## src/iase_pkg.sv

```systemverilog
// Shared constants, command and status codes, and the sequencer state type
// for the indexed array store engine. No dependencies.
package iase_pkg;

   localparam int CAPACITY = 64;
   localparam int ADDR_W   = $clog2(CAPACITY);
   localparam int CNT_W    = $clog2(CAPACITY + 1);

   localparam int CMD_W    = 4;
   localparam int POS_W    = 8;
   localparam int WORD_W   = 32;
   localparam int STAT_W   = 3;
   localparam int FIDX_W   = 6;
   localparam int COUNT_W  = 7;
   localparam int CMP_W    = (CNT_W > POS_W) ? CNT_W : POS_W;

   localparam int REQ_W    = 48;
   localparam int RSP_W    = 48;

   localparam logic [CMD_W-1:0] CMD_PUSH_BACK  = 4'd0;
   localparam logic [CMD_W-1:0] CMD_PUSH_FRONT = 4'd1;
   localparam logic [CMD_W-1:0] CMD_INSERT     = 4'd2;
   localparam logic [CMD_W-1:0] CMD_POP_BACK   = 4'd3;
   localparam logic [CMD_W-1:0] CMD_POP_FRONT  = 4'd4;
   localparam logic [CMD_W-1:0] CMD_REMOVE     = 4'd5;
   localparam logic [CMD_W-1:0] CMD_GET        = 4'd6;
   localparam logic [CMD_W-1:0] CMD_SET        = 4'd7;
   localparam logic [CMD_W-1:0] CMD_SEARCH     = 4'd8;
   localparam logic [CMD_W-1:0] CMD_REVERSE    = 4'd9;

   localparam logic [STAT_W-1:0] ST_OK        = 3'd0;
   localparam logic [STAT_W-1:0] ST_EMPTY     = 3'd1;
   localparam logic [STAT_W-1:0] ST_BAD_INDEX = 3'd2;
   localparam logic [STAT_W-1:0] ST_FULL      = 3'd3;
   localparam logic [STAT_W-1:0] ST_NOT_FOUND = 3'd4;

   typedef enum logic [3:0] {
      S_IDLE,
      S_DECODE,
      S_UP,
      S_UP_LAST,
      S_PUT,
      S_DN,
      S_GET,
      S_SRCH,
      S_REV_RHI,
      S_REV_WLO,
      S_REV_WHI,
      S_DONE
   } state_type;

endpackage

```

## src/iase_ram.sv

```systemverilog
// Generic single-write, single-read memory with registered read data.
// No dependencies.
module iase_ram #(
   parameter int DEPTH = 64,
   parameter int WIDTH = 32,
   parameter int AW    = $clog2(DEPTH)
) (
   input  logic             clock,
   input  logic             wr_en,
   input  logic [AW-1:0]    wr_addr,
   input  logic [WIDTH-1:0] wr_data,
   input  logic [AW-1:0]    rd_addr,
   output logic [WIDTH-1:0] rd_data
);

   logic [WIDTH-1:0] mem [DEPTH];
   logic [WIDTH-1:0] rd_data_ff;

   always_ff @(posedge clock) begin
      if (wr_en) begin
         mem[wr_addr] <= wr_data;
      end
      rd_data_ff <= mem[rd_addr];
   end

   assign rd_data = rd_data_ff;

endmodule

```

## src/indexed_array_store_engine.sv

```systemverilog
// Top level of the indexed array store engine: command sequencer, fill count
// and result register. Depends on iase_pkg and iase_ram.
//
// A dense ordered list of up to 64 signed words held in a one-write,
// one-read memory. One command beat in gives one result beat out. The block
// takes a command only while its sequencer is idle, and holds a finished
// result in an output register, so a new command may enter while the last
// result waits. All commands share the single memory port pair. Push front
// and insert move the entries from position p on up by one, walking down
// from the last entry, unless they append; pop front and remove move the
// entries above p down by one; search reads the list from entry 0 until a
// match or the end; reverse swaps pairs from both ends in a read-high,
// write-low, write-high step per pair. Entries are never cleared: only
// entries below the fill count are read, so no clearing pass follows reset.
module indexed_array_store_engine
   import iase_pkg::*;
(
   input  logic             clock,
   input  logic             reset,
   input  logic             req_tvalid,
   output logic             req_tready,
   input  logic [REQ_W-1:0] req_tdata,   // command[3:0], position[11:4], word[43:12]
   output logic             rsp_tvalid,
   input  logic             rsp_tready,
   output logic [RSP_W-1:0] rsp_tdata    // status[2:0], read_word[34:3],
                                         // found_index[40:35], count[47:41]
);

   state_type           state_ff, state_in;
   logic [CNT_W-1:0]    cnt_ff, cnt_in;
   logic                rsp_valid_ff, rsp_valid_in;
   logic [RSP_W-1:0]    rsp_data_ff, rsp_data_in;
   logic [CMD_W-1:0]    cmd_ff, cmd_in;
   logic [POS_W-1:0]    pos_ff, pos_in;
   logic [WORD_W-1:0]   word_ff, word_in;
   logic [CNT_W-1:0]    ptr_ff, ptr_in;
   logic [ADDR_W-1:0]   wptr_ff, wptr_in;
   logic [ADDR_W-1:0]   hi_ff, hi_in;
   logic [ADDR_W-1:0]   tgt_ff, tgt_in;
   logic                first_ff, first_in;
   logic                rdv_ff, rdv_in;
   logic [WORD_W-1:0]   tmp_ff, tmp_in;
   logic [STAT_W-1:0]   status_ff, status_in;
   logic [WORD_W-1:0]   rword_ff, rword_in;
   logic [ADDR_W-1:0]   fidx_ff, fidx_in;

   logic                mem_we;
   logic [ADDR_W-1:0]   mem_waddr;
   logic [WORD_W-1:0]   mem_wdata;
   logic [ADDR_W-1:0]   mem_raddr;
   logic [WORD_W-1:0]   mem_rdata;

   logic [CMP_W-1:0]    pos_cmp;
   logic [CMP_W-1:0]    cnt_cmp;
   logic [CMP_W-1:0]    ins_cmp;
   logic [CMP_W-1:0]    rm_cmp;
   logic [CNT_W-1:0]    cnt_dec;
   logic                full;
   logic                empty;
   logic                more;

   iase_ram #(
      .DEPTH (CAPACITY),
      .WIDTH (WORD_W),
      .AW    (ADDR_W)
   ) u_ram (
      .clock   (clock),
      .wr_en   (mem_we),
      .wr_addr (mem_waddr),
      .wr_data (mem_wdata),
      .rd_addr (mem_raddr),
      .rd_data (mem_rdata)
   );

   assign req_tready = (state_ff == S_IDLE);
   assign rsp_tvalid = rsp_valid_ff;
   assign rsp_tdata  = rsp_data_ff;

   assign pos_cmp = CMP_W'(pos_ff);
   assign cnt_cmp = CMP_W'(cnt_ff);
   assign ins_cmp = (cmd_ff == CMD_INSERT) ? pos_cmp : '0;
   assign rm_cmp  = (cmd_ff == CMD_REMOVE) ? pos_cmp : '0;
   assign cnt_dec = cnt_ff - 1'b1;
   assign full    = (cnt_ff == CNT_W'(CAPACITY));
   assign empty   = (cnt_ff == '0);
   assign more    = (ptr_ff < cnt_ff);

   always_comb begin
      state_in     = state_ff;
      cnt_in       = cnt_ff;
      rsp_valid_in = rsp_valid_ff;
      rsp_data_in  = rsp_data_ff;
      cmd_in       = cmd_ff;
      pos_in       = pos_ff;
      word_in      = word_ff;
      ptr_in       = ptr_ff;
      wptr_in      = wptr_ff;
      hi_in        = hi_ff;
      tgt_in       = tgt_ff;
      first_in     = first_ff;
      rdv_in       = rdv_ff;
      tmp_in       = tmp_ff;
      status_in    = status_ff;
      rword_in     = rword_ff;
      fidx_in      = fidx_ff;
      mem_we       = 1'b0;
      mem_waddr    = wptr_ff;
      mem_wdata    = mem_rdata;
      mem_raddr    = ADDR_W'(ptr_ff);

      if (rsp_valid_ff && rsp_tready) begin
         rsp_valid_in = 1'b0;
      end

      case (state_ff)
         S_IDLE: begin
            if (req_tvalid) begin
               cmd_in   = req_tdata[3:0];
               pos_in   = req_tdata[11:4];
               word_in  = req_tdata[43:12];
               state_in = S_DECODE;
            end
         end
         S_DECODE: begin
            status_in = ST_OK;
            rword_in  = '0;
            fidx_in   = '0;
            rdv_in    = 1'b0;
            first_in  = 1'b1;
            state_in  = S_DONE;
            case (cmd_ff)
               CMD_PUSH_BACK: begin
                  if (full) begin
                     status_in = ST_FULL;
                  end else begin
                     mem_we    = 1'b1;
                     mem_waddr = ADDR_W'(cnt_ff);
                     mem_wdata = word_ff;
                     cnt_in    = cnt_ff + 1'b1;
                  end
               end
               CMD_PUSH_FRONT, CMD_INSERT: begin
                  if (ins_cmp > cnt_cmp) begin
                     status_in = ST_BAD_INDEX;
                  end else if (full) begin
                     status_in = ST_FULL;
                  end else begin
                     tgt_in = ADDR_W'(ins_cmp);
                     if (ins_cmp == cnt_cmp) begin
                        state_in = S_PUT;
                     end else begin
                        ptr_in   = cnt_dec;
                        state_in = S_UP;
                     end
                  end
               end
               CMD_POP_BACK: begin
                  if (empty) begin
                     status_in = ST_EMPTY;
                  end else begin
                     mem_raddr = ADDR_W'(cnt_dec);
                     cnt_in    = cnt_dec;
                     state_in  = S_GET;
                  end
               end
               CMD_POP_FRONT, CMD_REMOVE: begin
                  if (rm_cmp >= cnt_cmp) begin
                     status_in = (cmd_ff == CMD_POP_FRONT) ? ST_EMPTY : ST_BAD_INDEX;
                  end else begin
                     mem_raddr = ADDR_W'(rm_cmp);
                     ptr_in    = CNT_W'(rm_cmp) + 1'b1;
                     wptr_in   = ADDR_W'(rm_cmp);
                     state_in  = S_DN;
                  end
               end
               CMD_GET: begin
                  if (pos_cmp >= cnt_cmp) begin
                     status_in = ST_BAD_INDEX;
                  end else begin
                     mem_raddr = ADDR_W'(pos_ff);
                     state_in  = S_GET;
                  end
               end
               CMD_SET: begin
                  if (pos_cmp >= cnt_cmp) begin
                     status_in = ST_BAD_INDEX;
                  end else begin
                     mem_we    = 1'b1;
                     mem_waddr = ADDR_W'(pos_ff);
                     mem_wdata = word_ff;
                  end
               end
               CMD_SEARCH: begin
                  status_in = ST_NOT_FOUND;
                  if (!empty) begin
                     ptr_in   = '0;
                     state_in = S_SRCH;
                  end
               end
               CMD_REVERSE: begin
                  if (cnt_ff > CNT_W'(1)) begin
                     mem_raddr = '0;
                     ptr_in    = '0;
                     hi_in     = ADDR_W'(cnt_dec);
                     state_in  = S_REV_RHI;
                  end
               end
               default: begin
               end
            endcase
         end
         S_UP: begin
            mem_raddr = ADDR_W'(ptr_ff);
            if (rdv_ff) begin
               mem_we    = 1'b1;
               mem_waddr = wptr_ff;
               mem_wdata = mem_rdata;
            end
            wptr_in = ADDR_W'(ptr_ff + 1'b1);
            rdv_in  = 1'b1;
            if (ptr_ff == CNT_W'(tgt_ff)) begin
               state_in = S_UP_LAST;
            end else begin
               ptr_in = ptr_ff - 1'b1;
            end
         end
         S_UP_LAST: begin
            mem_we    = 1'b1;
            mem_waddr = wptr_ff;
            mem_wdata = mem_rdata;
            state_in  = S_PUT;
         end
         S_PUT: begin
            mem_we    = 1'b1;
            mem_waddr = tgt_ff;
            mem_wdata = word_ff;
            cnt_in    = cnt_ff + 1'b1;
            state_in  = S_DONE;
         end
         S_DN: begin
            if (more) begin
               mem_raddr = ADDR_W'(ptr_ff);
               ptr_in    = ptr_ff + 1'b1;
            end
            if (first_ff) begin
               rword_in = mem_rdata;
               first_in = 1'b0;
            end else begin
               mem_we    = 1'b1;
               mem_waddr = wptr_ff;
               mem_wdata = mem_rdata;
               wptr_in   = wptr_ff + 1'b1;
            end
            if (!more) begin
               cnt_in   = cnt_dec;
               state_in = S_DONE;
            end
         end
         S_GET: begin
            rword_in = mem_rdata;
            state_in = S_DONE;
         end
         S_SRCH: begin
            if (more) begin
               mem_raddr = ADDR_W'(ptr_ff);
               ptr_in    = ptr_ff + 1'b1;
            end
            rdv_in = more;
            if (rdv_ff && (mem_rdata == word_ff)) begin
               status_in = ST_OK;
               fidx_in   = ADDR_W'(ptr_ff - 1'b1);
               state_in  = S_DONE;
            end else if (!more) begin
               state_in = S_DONE;
            end
         end
         S_REV_RHI: begin
            mem_raddr = hi_ff;
            tmp_in    = mem_rdata;
            state_in  = S_REV_WLO;
         end
         S_REV_WLO: begin
            mem_we    = 1'b1;
            mem_waddr = ADDR_W'(ptr_ff);
            mem_wdata = mem_rdata;
            state_in  = S_REV_WHI;
         end
         S_REV_WHI: begin
            mem_we    = 1'b1;
            mem_waddr = hi_ff;
            mem_wdata = tmp_ff;
            if ((ptr_ff + CNT_W'(2)) < CNT_W'(hi_ff)) begin
               mem_raddr = ADDR_W'(ptr_ff + 1'b1);
               ptr_in    = ptr_ff + 1'b1;
               hi_in     = hi_ff - 1'b1;
               state_in  = S_REV_RHI;
            end else begin
               state_in = S_DONE;
            end
         end
         S_DONE: begin
            if (!rsp_valid_ff || rsp_tready) begin
               rsp_valid_in = 1'b1;
               rsp_data_in  = {COUNT_W'(cnt_ff), FIDX_W'(fidx_ff), rword_ff, status_ff};
               state_in     = S_IDLE;
            end
         end
         default: begin
            state_in = S_IDLE;
         end
      endcase
   end

   always_ff @(posedge clock) begin
      if (reset) begin
         state_ff     <= S_IDLE;
         cnt_ff       <= '0;
         rsp_valid_ff <= 1'b0;
         first_ff     <= 1'b0;
         rdv_ff       <= 1'b0;
      end else begin
         state_ff     <= state_in;
         cnt_ff       <= cnt_in;
         rsp_valid_ff <= rsp_valid_in;
         first_ff     <= first_in;
         rdv_ff       <= rdv_in;
      end
   end

   always_ff @(posedge clock) begin
      rsp_data_ff <= rsp_data_in;
      cmd_ff      <= cmd_in;
      pos_ff      <= pos_in;
      word_ff     <= word_in;
      ptr_ff      <= ptr_in;
      wptr_ff     <= wptr_in;
      hi_ff       <= hi_in;
      tgt_ff      <= tgt_in;
      tmp_ff      <= tmp_in;
      status_ff   <= status_in;
      rword_ff    <= rword_in;
      fidx_ff     <= fidx_in;
   end

`ifndef SYNTH
   a_cnt_bound: assert property (@(posedge clock) disable iff (reset)
      cnt_ff <= CNT_W'(CAPACITY))
      else $error("fill count above capacity");

   a_write_in_list: assert property (@(posedge clock) disable iff (reset)
      mem_we |-> (CNT_W'(mem_waddr) <= cnt_ff))
      else $error("memory write beyond the list end");

   a_cnt_step: assert property (@(posedge clock) disable iff (reset)
      (!$past(reset) && (cnt_ff != $past(cnt_ff))) |->
         ((cnt_ff == $past(cnt_ff) + 1'b1) || (cnt_ff + 1'b1 == $past(cnt_ff))))
      else $error("fill count moved by more than one");

   a_rsp_from_done: assert property (@(posedge clock) disable iff (reset)
      (!$past(reset) && $rose(rsp_valid_ff)) |-> ($past(state_ff) == S_DONE))
      else $error("result raised outside the done state");
`endif

endmodule

```

## config.mk

```make
export PLATFORM = sky130hd
export DESIGN_NAME = indexed_array_store_engine
export DESIGN_NICKNAME = d
export VERILOG_FILES = /design/src/iase_pkg.sv /design/src/iase_ram.sv /design/src/indexed_array_store_engine.sv
export SDC_FILE = /design/constraint.sdc
export NUM_CORES = 2
export LEC_CHECK = 0
export BUFFER_PORTS_ARGS = -buffer_cell sky130_fd_sc_hd__buf_2
export CORE_ASPECT_RATIO = 2
export CORE_MARGIN = 4
export CORE_UTILIZATION = 63
export CTS_CLUSTER_SIZE = 16
export DETAILED_ROUTE_END_ITERATION = 10
export HOLD_SLACK_MARGIN = 0.05
export PLACE_DENSITY = 0.79
export SYNTH_ARGS = -nofsm -noshare
export SYNTH_HDL_FRONTEND = slang
export SYNTH_SLANG_ARGS = --single-unit
```

## constraint.sdc

```tcl
create_clock -name clock -period 7.03 [get_ports clock]
set_input_delay 1.7575 -clock clock [delete_from_list [all_inputs] [get_ports clock]]
set_output_delay 1.7575 -clock clock [all_outputs]
set_load 0.005 [all_outputs]
```

==> key figures <==
Route
  – Met2 Routed Length: 142 mm
  – DRC viols: 0
  – Vias/cell: 7.17
  – DR WL/cell: 35.3 um
  – Highest metal used: met5
  – Met1 WL: 84.0 mm
  – Routed Antenna Nets: 0
  – Drt total wl: 290 mm
  – Routed length on met3: 33.7 mm
  – Total number of vias: 58900
  – 1st-iter DRT viols: 9913
  – DR pass1 iterations: 9

Clock network
  – Clk sink count: 2284
  – Clock buffer count from CTS: 189
  – CTS tree: done
  – CTS max path bufs: 4
  – Post-cts repair resize count: 0
  – Root buffer cell: clkbuf_16
  – Worst-path clk slew: 70 ps
  – Number of buffers added for setup after CTS: 0
  – Worst-skew pair later-pin latency: 850 ps
  – Cts hold-fix bufs: 0
  – H-tree depth: 4

Timing
  – Setup Viol. Count Final: 0
  – Total negative slack: 0 ps
  – Slew HR: 0.0994
  – Minimum clock period: 6650 ps
  – Final period utilization: 0.947
  – Hold Fails Final Rpt: 0
  – RSZ-0062 raised after global routing: no
  – Pins Over Slew Limit: 0
  – Final clock skew: 58.9 ps
  – Least-Margin Pin Slew: 1340 ps
  – Max Clk Rate: 0.150 GHz

Yosys
  – Syn nets: 5988
  – Area share of xor/xnor cells in the synthesized design: 0.00630
  – Post-synthesis adder-cell area fraction: 0.00559
  – Synth area leaders: edfxtp_1 (73%), nand2_1 (3.8%), mux4_2 (3.6%)
  – Cell area after synthesis: 91700 um2
  – Avg Synthesized Cell Area: 15.6 um2
  – Post-synthesis async set-or-reset flop share: 0
  – Synth Warn #: 0
  – Largest family of logic cells by synthesized area: simple AND/OR/NAND/NOR gates
  – Synth Area in Compound Gates: 0.0640
  – Predominant post-synthesis flop cell: edfxtp_1
  – Multiplexer area fraction after synthesis: 0.0746
  – Largest area contributor in the netlist: edfxtp_1
  – Post-synth EDFFs: 2238
  – Post-synthesis simple-gate area fraction: 0.0866
  – Post-Syn Instances: 5895
  – Top-area cell type share of the netlist area: 0.733
  – #FFs+latches synth: 2284
  – Sequential area share after synthesis: 0.743
  – Post-synthesis cell type count: 93

Cells and area
  – Nets: 6273
  – Area taken by multi-input logic gates: 22500 um2
  – Fin util: 0.711
  – Layout area overhead: 12.0%
  – Layout cell share with drive strength beyond 1: 0.163
  – Commonest cells after routing, fill and taps aside: edfxtp_1 (2238), nand2_1 (885), nand3_1 (351)
  – Sequential Area: 68100 um2
  – Most common cell after layout, fill and taps aside: edfxtp_1
  – Fill cells: 8522

Worst setup path
  – Critical-path cell list: and4bb_1 > and2_1 > ha_1 > nand2_1 > o221ai_1 > nand2_1 > o211ai_1 > o31ai_1 > a21oi_1 > nor2_2 > o211ai_1 > o2111ai_1 > a21o_1
  – Crit path from: cmd_ff[1]
  – Startpoint types: register
  – Critical Path Fanout Max: 11
  – Reg-to-reg startpoint: cmd_ff[1]
  – Crit Path Class: reg -> reg
  – CP delay by family, top: compound AO/OA/AOI/OAI gates
  – CP peak stage delay: 1140 ps
  – WP buf/inv: 0
  – Worst path arrival time: 7430 ps
  – Critical Path RT: 7800 ps
  – Setup crit end kind: register
  – Slowest CP cell: nor2_2

GRT
  – GRT Total Usage: 0.376
  – Congestion Overflow GR: 0
  – Largest net degree at the start of global routing: 74
  – Initial antenna violation count: 18
  – Vias in the first global route: 57800
  – First-pass GRT wire length: 409 mm

Min path
  – Hold Startpoint: rword_ff[9]
  – Hold/Removal Path Class: reg -> reg

Die
  – DIE HEIGHT: 548 um
  – Die area: 152000 um2
  – Core ar.: 144000 um2
  – Core Rows: 197
  – Starting density of the core: 0.635
  – Die width: 278 um
  – IO Pins: 102

Pwr
  – Worst VDD drop: 0.000385 V
  – P per Cell Area: 530 nW/um2
  – PnR Total Power: 54400 uW
  – Leak Pwr: 0.0345 uW

Place
  – GPL Wtd Cong: 0.979
  – DP HPWL: 186 mm
  – Port buffer count: 97

Flow run
  – Max-cap check violation count: 0

Status
  – Status: completed
metal layers:
metal / vias up / GRT usage
li1: 23500 / -
met1: 28800 / 0.417
met2: 5156 / 0.627
met3: 1526 / 0.0827
met4: 6 / 0.301
met5: - / 0
power breakdown:
group	leakage [uW]	total, uW	internal [uW]	switching (uW)
logic	0.0110	25400	7690	17700
registers	0.0206	18700	18100	582
clock network	0.00292	10400	5680	4700
Yosys cell counts, types with 35 or more instances:
| master | number |
|---|---|
| mux2i_1 | 304 |
| edfxtp_1 | 2238 |
| buf_1 | 45 |
| o22ai_1 | 46 |
| nor3_1 | 53 |
| o21ai_0 | 62 |
| dfxtp_1 | 46 |
| clkbuf_1 | 140 |
| ha_1 | 41 |
| a21oi_1 | 241 |
| nor2_1 | 194 |
| buf_2 | 114 |
| xor2_1 | 45 |
| nand4_1 | 55 |
| nand2_1 | 919 |
| inv_1 | 37 |
| a211oi_1 | 37 |
| a32oi_1 | 58 |
| a31oi_1 | 40 |
| and2_1 | 41 |
| a221oi_1 | 35 |
| nand3_1 | 351 |
| mux4_2 | 148 |
| a22oi_1 | 117 |
layout make-up:
class | count | share of cell area
antenna | 12 | 0.000292
clock buffer | 237 | 0.0496
clock inverter | 87 | 0.00811
inverter | 38 | 0.00139
multi-input combinational | 3225 | 0.218
sequential | 2284 | 0.663
tap | 1890 | 0.0230
timing repair buffer | 442 | 0.0361
sequential cells by signal (all words and copies together) (netlist names):
name           count
state_ff           4
tgt_ff             6
tmp_ff            32
rword_ff          32
rsp_tvalid         1
word_ff           32
status_ff          3
u_ram.rd_data     32
hi_ff              6
u_ram.mem       2048
first_ff           1
rdv_ff             1
ptr_ff             7
rsp_tdata         48
cnt_ff             7
fidx_ff            6
pos_cmp            8
wptr_ff            6
cmd_ff             4
logic make-up after synthesis:
logic type | Yosys count
DFF | 2284
and+or+nand+nor | 1774
AOI/OAI and AO/OA | 851
muxes | 493
buffers and inverters | 386
xor gates and xnor gates | 66
adders and majority gates | 41
metrics by stage:
step           std cells  hold slack, ps  setup WS (ps)  cell area [um2]
5_1_grt             8204             434            396           103000
6_report            8215             416            376           103000
3_3_place_gp        7879             401           1100            96800
2_1_floorplan       5895             400           1770            91700
4_1_cts             8203             417            989           103000
3_5_place_dp        7879             405           1010            96800
worst paths after layout:
kind | end | slack [ps] | cells after the start
worst max register to register | u_ram.rd_data[20] | 380 | 13
worst min register to register | rsp_tdata[12] | 420 | 0
worst min-delay path | rsp_tdata[12] | 420 | 0
worst max-delay path | u_ram.rd_data[20] | 380 | 13
Power figures use the tool's default switching activity.
